[config.mk]
export PLATFORM = sky130hd
export DESIGN_NAME = key_debounce_long_short_press_unit_flat
export DESIGN_NICKNAME = d
export VERILOG_FILES = /design/src/design/kdlsp_pkg.sv /design/src/design/kdlsp_key_if.sv /design/src/design/kdlsp_event_if.sv /design/src/design/kdlsp_cfg.sv /design/src/design/kdlsp_core.sv /design/src/design/kdlsp_out_buf.sv /design/src/design/key_debounce_long_short_press_unit.sv /design/src/flat_wrapper.sv
export SDC_FILE = /design/constraint.sdc
export NUM_CORES = 1
export LEC_CHECK = 0
export BUFFER_PORTS_ARGS = -buffer_cell sky130_fd_sc_hd__buf_4
export CAP_MARGIN = 20
export CORE_MARGIN = 5
export CORE_UTILIZATION = 35
export DETAILED_ROUTE_END_ITERATION = 6
export GPL_ROUTABILITY_DRIVEN = 0
export GPL_TIMING_DRIVEN = 0
export HOLD_SLACK_MARGIN = 0.03
export SKIP_CTS_REPAIR_TIMING = 1
export SLEW_MARGIN = 20
export SYNTH_ARGS = -nofsm -noshare
export SYNTH_HDL_FRONTEND = slang
export SYNTH_HIERARCHICAL = 1
export SYNTH_SLANG_ARGS = --single-unit
[constraint.sdc]
create_clock -name i_clk -period 4.1 [get_ports i_clk]
set_input_delay 0.205 -clock i_clk [delete_from_list [all_inputs] [get_ports i_clk]]
set_output_delay 0.205 -clock i_clk [all_outputs]
set_load 0.01 [all_outputs]
[src/design/kdlsp_pkg.sv]
// Package for the key debounce / long-short press block.
// Holds register reset values, register indexes and the structs passed
// between modules. No dependencies.
`default_nettype none

package kdlsp_pkg;

    localparam int unsigned FilterW = 8;
    localparam int unsigned LongW   = 16;
    localparam int unsigned ApbAddrW = 3;
    localparam int unsigned ApbDataW = 32;

    localparam logic [FilterW-1:0] FilterReset = 8'd100;
    localparam logic [LongW-1:0]   LongReset   = 16'd700;
    localparam logic [LongW-1:0]   HoldMax     = 16'hFFFF;

    // Register indexes, taken from paddr[2].
    localparam logic RegFilter = 1'b0;
    localparam logic RegLong   = 1'b1;

    typedef struct packed {
        logic [FilterW-1:0] filter_ticks;
        logic [LongW-1:0]   long_ticks;
    } t_cfg;

    typedef struct packed {
        logic valid;
        logic press_kind;
    } t_event;

endpackage

`default_nettype wire

[src/design/kdlsp_key_if.sv]
// Stream interface for the sampled key level (one word per timer tick).
// No dependencies.
`default_nettype none

interface kdlsp_key_if;
    logic valid;
    logic ready;
    logic key_level;

    modport source (output valid, output key_level, input ready);
    modport sink   (input valid, input key_level, output ready);
endinterface

`default_nettype wire

[src/design/kdlsp_event_if.sv]
// Stream interface for judged press events (0 short, 1 long).
// No dependencies.
`default_nettype none

interface kdlsp_event_if;
    logic valid;
    logic ready;
    logic press_kind;

    modport source (output valid, output press_kind, input ready);
    modport sink   (input valid, input press_kind, output ready);
endinterface

`default_nettype wire

[src/design/kdlsp_cfg.sv]
// APB register block for filter_ticks and long_ticks.
// Depends on kdlsp_pkg.
`default_nettype none

module kdlsp_cfg (
    input  wire logic                          i_clk,
    input  wire logic                          i_rst_n,
    input  wire logic                          psel,
    input  wire logic                          penable,
    input  wire logic                          pwrite,
    input  wire logic [kdlsp_pkg::ApbAddrW-1:0] paddr,
    input  wire logic [kdlsp_pkg::ApbDataW-1:0] pwdata,
    output      logic [kdlsp_pkg::ApbDataW-1:0] prdata,
    output      logic                          pready,
    output      kdlsp_pkg::t_cfg               o_cfg
);
    import kdlsp_pkg::*;

    logic [FilterW-1:0] r_filter_ticks;
    logic [LongW-1:0]   r_long_ticks;
    logic               w_wr;

    assign pready = 1'b1;
    assign w_wr   = psel && penable && pwrite;

    always_ff @(posedge i_clk) begin
        if (!i_rst_n) begin
            r_filter_ticks <= FilterReset;
            r_long_ticks   <= LongReset;
        end else if (w_wr) begin
            case (paddr[2])
                RegFilter: r_filter_ticks <= pwdata[FilterW-1:0];
                RegLong:   r_long_ticks   <= pwdata[LongW-1:0];
                default:   r_filter_ticks <= r_filter_ticks;
            endcase
        end
    end

    always_comb begin
        case (paddr[2])
            RegFilter: prdata = {{(ApbDataW-FilterW){1'b0}}, r_filter_ticks};
            RegLong:   prdata = {{(ApbDataW-LongW){1'b0}}, r_long_ticks};
            default:   prdata = '0;
        endcase
    end

    assign o_cfg.filter_ticks = r_filter_ticks;
    assign o_cfg.long_ticks   = r_long_ticks;

endmodule

`default_nettype wire

[src/design/kdlsp_core.sv]
// Debounce and press judgement: state registers and their one-tick update.
// Depends on kdlsp_pkg.
`default_nettype none

module kdlsp_core (
    input  wire logic             i_clk,
    input  wire logic             i_rst_n,
    input  wire logic             i_accept,
    input  wire logic             i_key_level,
    input  wire kdlsp_pkg::t_cfg  i_cfg,
    output      kdlsp_pkg::t_event o_event
);
    import kdlsp_pkg::*;

    logic [FilterW-1:0] r_press_cnt,   n_press_cnt;
    logic [FilterW-1:0] r_release_cnt, n_release_cnt;
    logic               r_key_held,    n_key_held;
    logic               r_long_flag,   n_long_flag;
    logic               r_judging,     n_judging;
    logic               r_judged,      n_judged;
    logic [LongW-1:0]   r_hold_cnt,    n_hold_cnt;

    logic               w_low;
    logic [FilterW-1:0] w_press_dec;
    logic [FilterW-1:0] w_release_dec;
    logic [LongW-1:0]   w_hold_inc;

    assign w_low         = !i_key_level;
    assign w_press_dec   = r_press_cnt - 1'b1;
    assign w_release_dec = r_release_cnt - 1'b1;
    assign w_hold_inc    = (r_hold_cnt == HoldMax) ? r_hold_cnt : r_hold_cnt + 1'b1;

    always_comb begin
        n_press_cnt   = r_press_cnt;
        n_release_cnt = r_release_cnt;
        n_key_held    = r_key_held;
        n_long_flag   = r_long_flag;
        n_judging     = r_judging;
        n_judged      = r_judged;
        n_hold_cnt    = r_hold_cnt;
        o_event.valid      = 1'b0;
        o_event.press_kind = r_long_flag;

        if (i_accept) begin
            if (!r_judging && !r_judged) begin
                if (!r_key_held) begin
                    n_release_cnt = i_cfg.filter_ticks;
                    if (w_low) begin
                        n_press_cnt = w_press_dec;
                        if (w_press_dec == '0) begin
                            n_key_held  = 1'b1;
                            n_long_flag = 1'b0;
                            n_hold_cnt  = '0;
                            n_judging   = 1'b1;
                            n_press_cnt = i_cfg.filter_ticks;
                        end
                    end else begin
                        n_press_cnt = i_cfg.filter_ticks;
                    end
                end else begin
                    n_press_cnt = i_cfg.filter_ticks;
                    if (!w_low) begin
                        n_release_cnt = w_release_dec;
                        if (w_release_dec == '0) begin
                            n_key_held = 1'b0;
                        end
                    end else begin
                        n_release_cnt = i_cfg.filter_ticks;
                    end
                end
            end else if (r_judging) begin
                if (w_low) begin
                    n_hold_cnt = w_hold_inc;
                    if (w_hold_inc >= i_cfg.long_ticks) begin
                        n_long_flag = 1'b1;
                        n_judging   = 1'b0;
                        n_judged    = 1'b1;
                    end
                end else begin
                    n_judging = 1'b0;
                    n_judged  = 1'b1;
                end
            end else begin
                // The tick after judgement only reports the event.
                n_judged      = 1'b0;
                o_event.valid = 1'b1;
            end
        end
    end

    always_ff @(posedge i_clk) begin
        if (!i_rst_n) begin
            r_press_cnt   <= FilterReset;
            r_release_cnt <= FilterReset;
            r_key_held    <= 1'b0;
            r_long_flag   <= 1'b0;
            r_judging     <= 1'b0;
            r_judged      <= 1'b0;
            r_hold_cnt    <= '0;
        end else begin
            r_press_cnt   <= n_press_cnt;
            r_release_cnt <= n_release_cnt;
            r_key_held    <= n_key_held;
            r_long_flag   <= n_long_flag;
            r_judging     <= n_judging;
            r_judged      <= n_judged;
            r_hold_cnt    <= n_hold_cnt;
        end
    end

endmodule

`default_nettype wire

[src/design/kdlsp_out_buf.sv]
// Two-word result buffer between the judgement logic and the event channel.
// Depends on kdlsp_pkg.
`default_nettype none

module kdlsp_out_buf (
    input  wire logic              i_clk,
    input  wire logic              i_rst_n,
    input  wire kdlsp_pkg::t_event i_event,
    output      logic              o_room,
    output      logic              o_valid,
    output      logic              o_press_kind,
    input  wire logic              i_ready
);
    import kdlsp_pkg::*;

    logic [1:0] r_mem;
    logic       r_wr_ptr;
    logic       r_rd_ptr;
    logic [1:0] r_count, n_count;
    logic       w_push;
    logic       w_pop;

    assign w_push       = i_event.valid;
    assign w_pop        = o_valid && i_ready;
    assign o_valid      = (r_count != 2'd0);
    assign o_room       = (r_count != 2'd2);
    assign o_press_kind = r_mem[r_rd_ptr];

    always_comb begin
        n_count = r_count;
        case ({w_push, w_pop})
            2'b10:   n_count = r_count + 2'd1;
            2'b01:   n_count = r_count - 2'd1;
            default: n_count = r_count;
        endcase
    end

    always_ff @(posedge i_clk) begin
        if (!i_rst_n) begin
            r_wr_ptr <= 1'b0;
            r_rd_ptr <= 1'b0;
            r_count  <= 2'd0;
        end else begin
            r_count <= n_count;
            if (w_push) begin
                r_wr_ptr <= !r_wr_ptr;
            end
            if (w_pop) begin
                r_rd_ptr <= !r_rd_ptr;
            end
        end
    end

    always_ff @(posedge i_clk) begin
        if (w_push) begin
            r_mem[r_wr_ptr] <= i_event.press_kind;
        end
    end

endmodule

`default_nettype wire

[src/design/key_debounce_long_short_press_unit.sv]
// Key debounce with long/short press judgement. Each key word is one sampled,
// active-low key level per timer tick; after filter_ticks low samples a press
// is taken, it is judged long once long_ticks held ticks are seen, short if
// released first, and the word after judgement yields one press_kind event.
// The block takes one key word per clock cycle; the state update is combinational
// logic ahead of the state registers. Events go through a two-word buffer, so key
// words are only held off while two events wait to be taken on the event channel.
// Depends on kdlsp_pkg, kdlsp_key_if, kdlsp_event_if, kdlsp_cfg, kdlsp_core,
// kdlsp_out_buf.
`default_nettype none

module key_debounce_long_short_press_unit (
    input  wire logic                           i_clk,
    input  wire logic                           i_rst_n,
    kdlsp_key_if.sink                           i_key,
    kdlsp_event_if.source                       o_event,
    input  wire logic                           psel,
    input  wire logic                           penable,
    input  wire logic                           pwrite,
    input  wire logic [kdlsp_pkg::ApbAddrW-1:0] paddr,
    input  wire logic [kdlsp_pkg::ApbDataW-1:0] pwdata,
    output      logic [kdlsp_pkg::ApbDataW-1:0] prdata,
    output      logic                           pready
);
    import kdlsp_pkg::*;

    t_cfg   w_cfg;
    t_event w_event;
    logic   w_room;
    logic   w_accept;

    assign i_key.ready = w_room;
    assign w_accept    = i_key.valid && w_room;

    kdlsp_cfg u_cfg (
        .i_clk   (i_clk),
        .i_rst_n (i_rst_n),
        .psel    (psel),
        .penable (penable),
        .pwrite  (pwrite),
        .paddr   (paddr),
        .pwdata  (pwdata),
        .prdata  (prdata),
        .pready  (pready),
        .o_cfg   (w_cfg)
    );

    kdlsp_core u_core (
        .i_clk       (i_clk),
        .i_rst_n     (i_rst_n),
        .i_accept    (w_accept),
        .i_key_level (i_key.key_level),
        .i_cfg       (w_cfg),
        .o_event     (w_event)
    );

    kdlsp_out_buf u_out_buf (
        .i_clk        (i_clk),
        .i_rst_n      (i_rst_n),
        .i_event      (w_event),
        .o_room       (w_room),
        .o_valid      (o_event.valid),
        .o_press_kind (o_event.press_kind),
        .i_ready      (o_event.ready)
    );

    // An event is only produced by an accepted key word.
    a_event_needs_accept: assert property (@(posedge i_clk) disable iff (!i_rst_n)
        w_event.valid |-> w_accept)
        else $error("event produced without an accepted key word");

    // Key words are only held off while buffered events wait.
    a_stall_means_pending: assert property (@(posedge i_clk) disable iff (!i_rst_n)
        !i_key.ready |-> o_event.valid)
        else $error("key channel stalled with no pending event");

    // A produced event is visible on the event channel next cycle.
    a_event_shows: assert property (@(posedge i_clk) disable iff (!i_rst_n)
        w_event.valid |=> o_event.valid)
        else $error("produced event not presented");

endmodule

`default_nettype wire

[src/flat_wrapper.sv]
// flat-port wrapper written by rule: the top's interface ports become plain ports
module key_debounce_long_short_press_unit_flat import kdlsp_pkg::*;
  (i_clk, i_rst_n, psel, penable, pwrite, paddr, pwdata, prdata, pready, i_key_valid, i_key_key_level, i_key_ready, o_event_valid, o_event_press_kind, o_event_ready);
  kdlsp_key_if i_key_i ();
  kdlsp_event_if o_event_i ();
  input  wire logic i_clk;
  input  wire logic i_rst_n;
  input  wire logic psel;
  input  wire logic penable;
  input  wire logic pwrite;
  input  wire logic [kdlsp_pkg::ApbAddrW-1:0] paddr;
  input  wire logic [kdlsp_pkg::ApbDataW-1:0] pwdata;
  output      logic [kdlsp_pkg::ApbDataW-1:0] prdata;
  output      logic pready;
  input wire logic [$bits(i_key_i.valid)-1:0] i_key_valid;
  input wire logic [$bits(i_key_i.key_level)-1:0] i_key_key_level;
  output wire logic [$bits(i_key_i.ready)-1:0] i_key_ready;
  output wire logic [$bits(o_event_i.valid)-1:0] o_event_valid;
  output wire logic [$bits(o_event_i.press_kind)-1:0] o_event_press_kind;
  input wire logic [$bits(o_event_i.ready)-1:0] o_event_ready;
  assign i_key_i.valid = i_key_valid;
  assign i_key_i.key_level = i_key_key_level;
  assign i_key_ready = i_key_i.ready;
  assign o_event_valid = o_event_i.valid;
  assign o_event_press_kind = o_event_i.press_kind;
  assign o_event_i.ready = o_event_ready;
  key_debounce_long_short_press_unit u_core (.i_clk(i_clk), .i_rst_n(i_rst_n), .i_key(i_key_i), .o_event(o_event_i), .psel(psel), .penable(penable), .pwrite(pwrite), .paddr(paddr), .pwdata(pwdata), .prdata(prdata), .pready(pready));
endmodule
After elaboration in Yosys (flattened, before gate mapping)
Index checks and enable logic that the tools add are counted.
- register bits: 66
- output and inout bits: 36
- word-level logic and storage cells: 99
- $add $sub $neg: 5
- order comparisons: 4
- eq/ne operators: 8
- muxes and demuxes: 43
- bitwise logic cells: 3
- reduce and logical (&&, ||, !) cells: 23
- operators with widths (cell ; count):
    $mux 16 ; 7
    $pmux 32 s2 ; 1
    $mux 8 ; 5
    $mux 1 ; 27
    $add 16x1->16 const B ; 1
    $eq 16x16->1 const B ; 1
    $ge 16x16->1 ; 1
    $logic_not 8->1 ; 2
    $sub 8x1->8 const B ; 2
    $reduce_bool 2->1 ; 4
    $logic_and 1x1->1 ; 6
    $ne 2x2->1 const B ; 3
    $reduce_and 2->1 ; 3
    $reduce_and 6->1 ; 1
    $reduce_and 5->1 ; 1
    $logic_not 1->1 ; 4
    $lt 1x2->1 const B ; 2
    $pmux 2 s2 ; 1
    $reduce_and 4->1 ; 1
    $ne 3x2->1 const B ; 1
    $not 1->1 ; 3
    $reduce_and 3->1 ; 1
    $add 2x1->2 const B ; 1
    $bwmux 2 ; 1
    other kinds (6) ; 6

Depth between registers and ports, before layout
- word-level depth: 7
- gate-level depth with buffers: 13
- depth with buffers taken out: 13

Modules after synthesis
The synthesis kept the hierarchy.
- modules (own cells, without submodules) (module ; instances ; cells each ; area each (um^2) ; sequential area each (um^2)):
    kdlsp_core ; 1 ; 382 ; 2796.4 ; 720.7
    kdlsp_cfg ; 1 ; 140 ; 1307.5 ; 480.5
    kdlsp_out_buf ; 1 ; 24 ; 270.3 ; 140.1
    key_debounce_long_short_press_unit ; 1 ; 1 ; 6.3 ; 0.0

Worst setup path before layout
No wires, ideal clock.
- kind: flip-flop to flip-flop
- from: reg u_core.u_core.r_hold_cnt[5]
- to: reg u_core.u_core.r_judged
- library setup time: 120 ps
- arrival: 3102 ps
- path slack: 878 ps
- cell stages (with the launch flop): 13
- path buffers: 1
- clock period less this slack: 3222 ps
- cells stage by stage: dfxtp_1 > clkbuf_1 > and4_1 > nand3_1 > nor3_1 > and3_1 > mux2_2 > ha_1 > and3_1 > nand4_1 > a211oi_1 > or3_1 > o31a_1
- longest elaborated chain between the ends: 5
- elaborated cells between the ends (all ways): 6
- RTL lines (item ; RTL line ; source):
    start, declared ; kdlsp_core.sv:21 ; logic [LongW-1:0] r_hold_cnt, n_hold_cnt;
    start signal, assigned ; kdlsp_core.sv:107 ; r_hold_cnt <= n_hold_cnt;
    $add 16x1->16 or $eq 16x16->1 (tied branches) ; kdlsp_core.sv:31 ; assign w_hold_inc = (r_hold_cnt == HoldMax) ? r_hold_cnt : r_hold_cnt + 1'b1;
    $mux 16 (*) ; kdlsp_core.sv:31 ;
    $ge 16x16->1 (*) ; kdlsp_core.sv:74 ; if (w_hold_inc >= i_cfg.long_ticks) begin
    $ne 3x2->1 (no source line) (*) ; - ;
    $reduce_and 3->1 (no source line) (*) ; - ;
    end signal, assigned ; kdlsp_core.sv:106 ; r_judged <= n_judged;
    end, declared ; kdlsp_core.sv:20 ; logic r_judged, n_judged;
Mark *: on every way between the ends. The rest lies on a longest branch, timed or not.
A chain may end at the register's enable or synchronous reset.

Final worst setup path
- from: reg u_core.u_core.r_hold_cnt[0]
- to: reg u_core.u_core.r_judged
Same word-level chain as after synthesis.

==> run summary <==
The flow ran to the end, and the final reports show no timing, DRC or antenna violations. Of the cells placed in the final design, the portion with a size suffix greater than 1 is 17.4%. The final worst clock skew came out at 0.00422 ns.

The later pin in the worst-skew pair is clocked with a latency of 0.33 ns. Of the total power, the clock network draws 44.9%. The die width came out at 122 um. The first TritonRoute pass finished after 4 iterations.

The min-delay analysis places its worst path in the category input port to flop. After synthesis the cells add up to 4380 um2. After technology mapping, the gate count stands at 547.

The number of enable-type register cells in the synthesized netlist is 2. The synthesized design contains 66 register bits. The maximum number of pins on one net before global-route repair is 12.

The total leakage power is 2.06 nW. By startpoint and endpoint, the worst setup path is classified as flop to flop. After synthesis, flip-flops and latches occupy 30.6% of the total area. The effective utilization at floorplan came out at 36.0%. The number of maximum-capacitance violations came out at 0. The number of antenna violations at the first check in global routing was 0. The setup TNS is 0 ns. The number of antenna cells inserted came out at 0.

For this run, the post-layout net count is 680. The library cell used most frequently in the layout, excluding fill and tap cells, is sky130_fd_sc_hd__dfxtp_1. The area of the die is 14900 um2. The worst-case IR drop observed on VDD is 0.000199 V. The design draws 1.54 mW. The average instance area after synthesis is 8.01 um2. 79 I/O pins were placed. Compared with the post-synthesis result, the final layout area differs by 19.3%. The worst path needs 3.77 ns of the cycle, external delays included.

The relative max-transition margin came out at 48.8%. The number of routed nets with antenna violations came out at 0. The clock tree synthesis step divided the H-tree into 3 levels. The final-report max-slew violation count is 0. The detailed placer's ending HPWL is 8.79 mm.

Setup repair after global routing left no endpoint under its margin. TritonCTS built the clock tree. The distinct cell type count of the synthesized netlist came out at 65.

Summed over all layers, the global routing overflow is 0. The arrival time of data at the critical path endpoint is 3.99 ns. In the synthesized netlist the dominant register cell turns out to be sky130_fd_sc_hd__dfxtp_1. The routed wire length came out at 11.4 mm. The number of sinks on the clock net is 66. Static timing analysis puts the maximum clock frequency at 265 MHz. The warning count from the yosys run came out at 6. The average vias per placed instance is 5.14. Dividing total power by cell area gives a power density of 295 nW/um2. The starting DRC count in detailed routing came out at 133. STA classifies the critical path startpoint as a flop. The clock buffer count from CTS came out at 9.

The sequential share of power is 43.7%. The library cells used most frequently in the layout, excluding fill and tap cells, are sky130_fd_sc_hd__dfxtp_1, sky130_fd_sc_hd__buf_4, sky130_fd_sc_hd__nand2_1, sky130_fd_sc_hd__o21ai_0, sky130_fd_sc_hd__a21oi_1. At the pin with the least slew margin, the transition time is 0.762 ns. The number of setup violations in the final report is 0. The tree is rooted in a sky130_fd_sc_hd__clkbuf_16. Across every metal layer, demand over resource in global routing totals 15.7%. The total area inside the core boundary comes to 12200 um2. The share of synthesized flip-flops with an asynchronous set or reset came out at 0%. The area share of the largest cell type after synthesis came out at 29.2%. The average detailed-routed wire length per instance came out at 14.4 um.

The number of buffers between clock root and the deepest sink is 2. The count of standard-cell rows is 40. Grouping stages by cell kind, the critical path spends the most delay in simple AND/OR/NAND/NOR gates. In the post-synthesis netlist, the biggest area contributors are sky130_fd_sc_hd__dfxtp_1, sky130_fd_sc_hd__ha_1, sky130_fd_sc_hd__mux2i_1. The clock transition at the register clock pins on the worst setup and hold paths after CTS is 0.05 ns.

The worst setup path is captured at a flop. The routed layout has 4048 vias. The maximum fanout along the worst path is 8.

The switching power as a share of total power is 24.6%. The number of hold-slack violations in the final timing report is 0. The reported net switching power is 381 uW.

The die boundary height is 122 um. The standard cell with the maximum stage delay on the critical path is sky130_fd_sc_hd__nor4_4. The internal power is 1.16 mW. After layout, the worst path uses 92.0% of the clock period.

Port buffering added 42 buffers. At the worst endpoint, the required time is 4.32 ns. The portion of total power attributed to combinational logic came out at 11.4%. The wire length of the first global-routing pass is 18.7 mm.

The signal on the critical path passes through ha_1 > nand4_1 > nor4_4 > nor2_1 > nand2_1 > xnor2_1 > ha_1 > a21oi_1 > nor2b_1 > o21ai_0 > a21oi_1 > or3_1 > o31a_1. The sum of buffers and inverters on the critical path came out at 0. Summed over all instances, the cell type with the most area after synthesis is sky130_fd_sc_hd__dfxtp_1. The peak per-stage delay on the critical path came out at 0.60 ns. The detailed-route DRC error count is 0. The via count of the first global-routing pass is 3869.
Yosys cell counts (7+ instances only):
| cell type | n |
|---|---|
| sky130_fd_sc_hd__ha_1 | 22 |
| sky130_fd_sc_hd__or3_1 | 7 |
| sky130_fd_sc_hd__xnor2_1 | 13 |
| sky130_fd_sc_hd__nand3_1 | 18 |
| sky130_fd_sc_hd__a31oi_1 | 7 |
| sky130_fd_sc_hd__mux2i_1 | 25 |
| sky130_fd_sc_hd__a21oi_1 | 34 |
| sky130_fd_sc_hd__nand4_1 | 9 |
| sky130_fd_sc_hd__buf_4 | 18 |
| sky130_fd_sc_hd__nand2_1 | 59 |
| sky130_fd_sc_hd__clkbuf_1 | 21 |
| sky130_fd_sc_hd__nor2b_1 | 22 |
| sky130_fd_sc_hd__and3_1 | 7 |
| sky130_fd_sc_hd__a211oi_1 | 9 |
| sky130_fd_sc_hd__dfxtp_1 | 64 |
| sky130_fd_sc_hd__inv_1 | 25 |
| sky130_fd_sc_hd__mux2_2 | 10 |
| sky130_fd_sc_hd__o21ai_0 | 36 |
| sky130_fd_sc_hd__and2_1 | 15 |
| sky130_fd_sc_hd__nor3_1 | 17 |
| sky130_fd_sc_hd__nor2_1 | 32 |
flip-flops by register name, summed over array words and instances, names as in the netlist:
name / cells
u_core/u_out_buf/r_mem: 2
u_core/u_core/r_key_held: 1
u_core/u_cfg/r_long_ticks: 16
u_core/u_core/r_release_cnt: 8
u_core/u_core/r_judged: 1
u_core/u_core/r_long_flag: 1
u_core/u_core/r_hold_cnt: 16
u_core/u_core/r_press_cnt: 8
u_core/u_out_buf/r_count: 2
u_core/u_cfg/r_filter_ticks: 8
u_core/u_out_buf/r_rd_ptr: 1
u_core/u_core/r_judging: 1
u_core/u_out_buf/r_wr_ptr: 1
tightest hold or removal path: cells and delay by family:
| kind | cells | cell delay, ns |
|---|---|---|
| buffers and inverters | 1 | 0.11 |
| muxes | 1 | 0.05 |
| and+or+nand+nor | 1 | 0.04 |
path summary, 6_finish.rpt:
path	depth (start not counted)	slack (ns)	end	start
min reg2reg	2	0.48	u_core/u_cfg/r_long_ticks[1]$_SDFFE_PN0P_	u_core/u_cfg/r_long_ticks[1]$_SDFFE_PN0P_
max reg2reg	13	0.33	u_core/u_core/r_judged$_SDFFE_PN0P_	u_core/u_core/r_hold_cnt[0]$_SDFFE_PN0P_
max	13	0.33	u_core/u_core/r_judged$_SDFFE_PN0P_	u_core/u_core/r_hold_cnt[0]$_SDFFE_PN0P_
min	3	0.13	u_core/u_cfg/r_long_ticks[10]$_SDFFE_PN0P_	pwdata[10]
metrics by stage:
stage / cell area (um2) / setup WS (ns) / hold WS [ns] / cells / utilization (%)
finish: 5230 / 0.329 / 0.131 / 788 / 43.0
CTS: 5230 / 0.335 / 0.123 / 788 / 43.0
floorplan: 4440 / 0.878 / 0.323 / 562 / -
detailed placement: 4960 / 0.342 / 0.474 / 772 / 40.8
global route: 5230 / 0.0173 / 0.134 / 788 / 43.0
global placement: 4960 / 0.389 / 0.464 / 772 / 40.8
cell type report:
type                            count  area [um2]
Tap cell                          168         210
Fill cell                        1246        6930
Clock buffer                       13         250
Inverter                           25        93.8
Timing Repair Buffer               42         315
Sequential cell                    66        1340
Clock inverter                      3        15.0
Multi-Input combinational cell    422        2700
Buffer                             49         302
power groups by stage:
stage                     logic (mW)  registers [mW]  clock network [mW]
final                          0.176           0.675               0.693
after global routing           0.195           0.677               0.745
after CTS                      0.176           0.674               0.711
after detailed placement       0.176           0.688                   0
after global placement         0.173           0.687                   0
after floorplan                0.119           0.682                   0
logic make-up (layout without fill, tap and decap cells):
| kind of cell | Yosys count | after routing | share of synthesized area, % |
|---|---|---|---|
| other cells | 2 | 17 | 0.171 |
| simple gates | 217 | 217 | 26.3 |
| flops | 66 | 66 | 30.6 |
| compound gates | 116 | 116 | 16.3 |
| mux | 35 | 35 | 8.28 |
| xor+xnor | 15 | 15 | 3.00 |
| buf+inv | 74 | 132 | 9.03 |
| fa+ha+maj | 22 | 22 | 6.28 |
routing by layer:
metal | global-route usage [%] | wire length, um | vias up
met2 | 25.4 | 5190 | 115
met3 | 2.60 | 600 | 20
li1 | - | - | 2038
met1 | 20.9 | 5340 | 1875
met5 | 0 | 0 | -
met4 | 6.23 | 251 | 0
No activity file was read; power rests on OpenSTA's default activity.
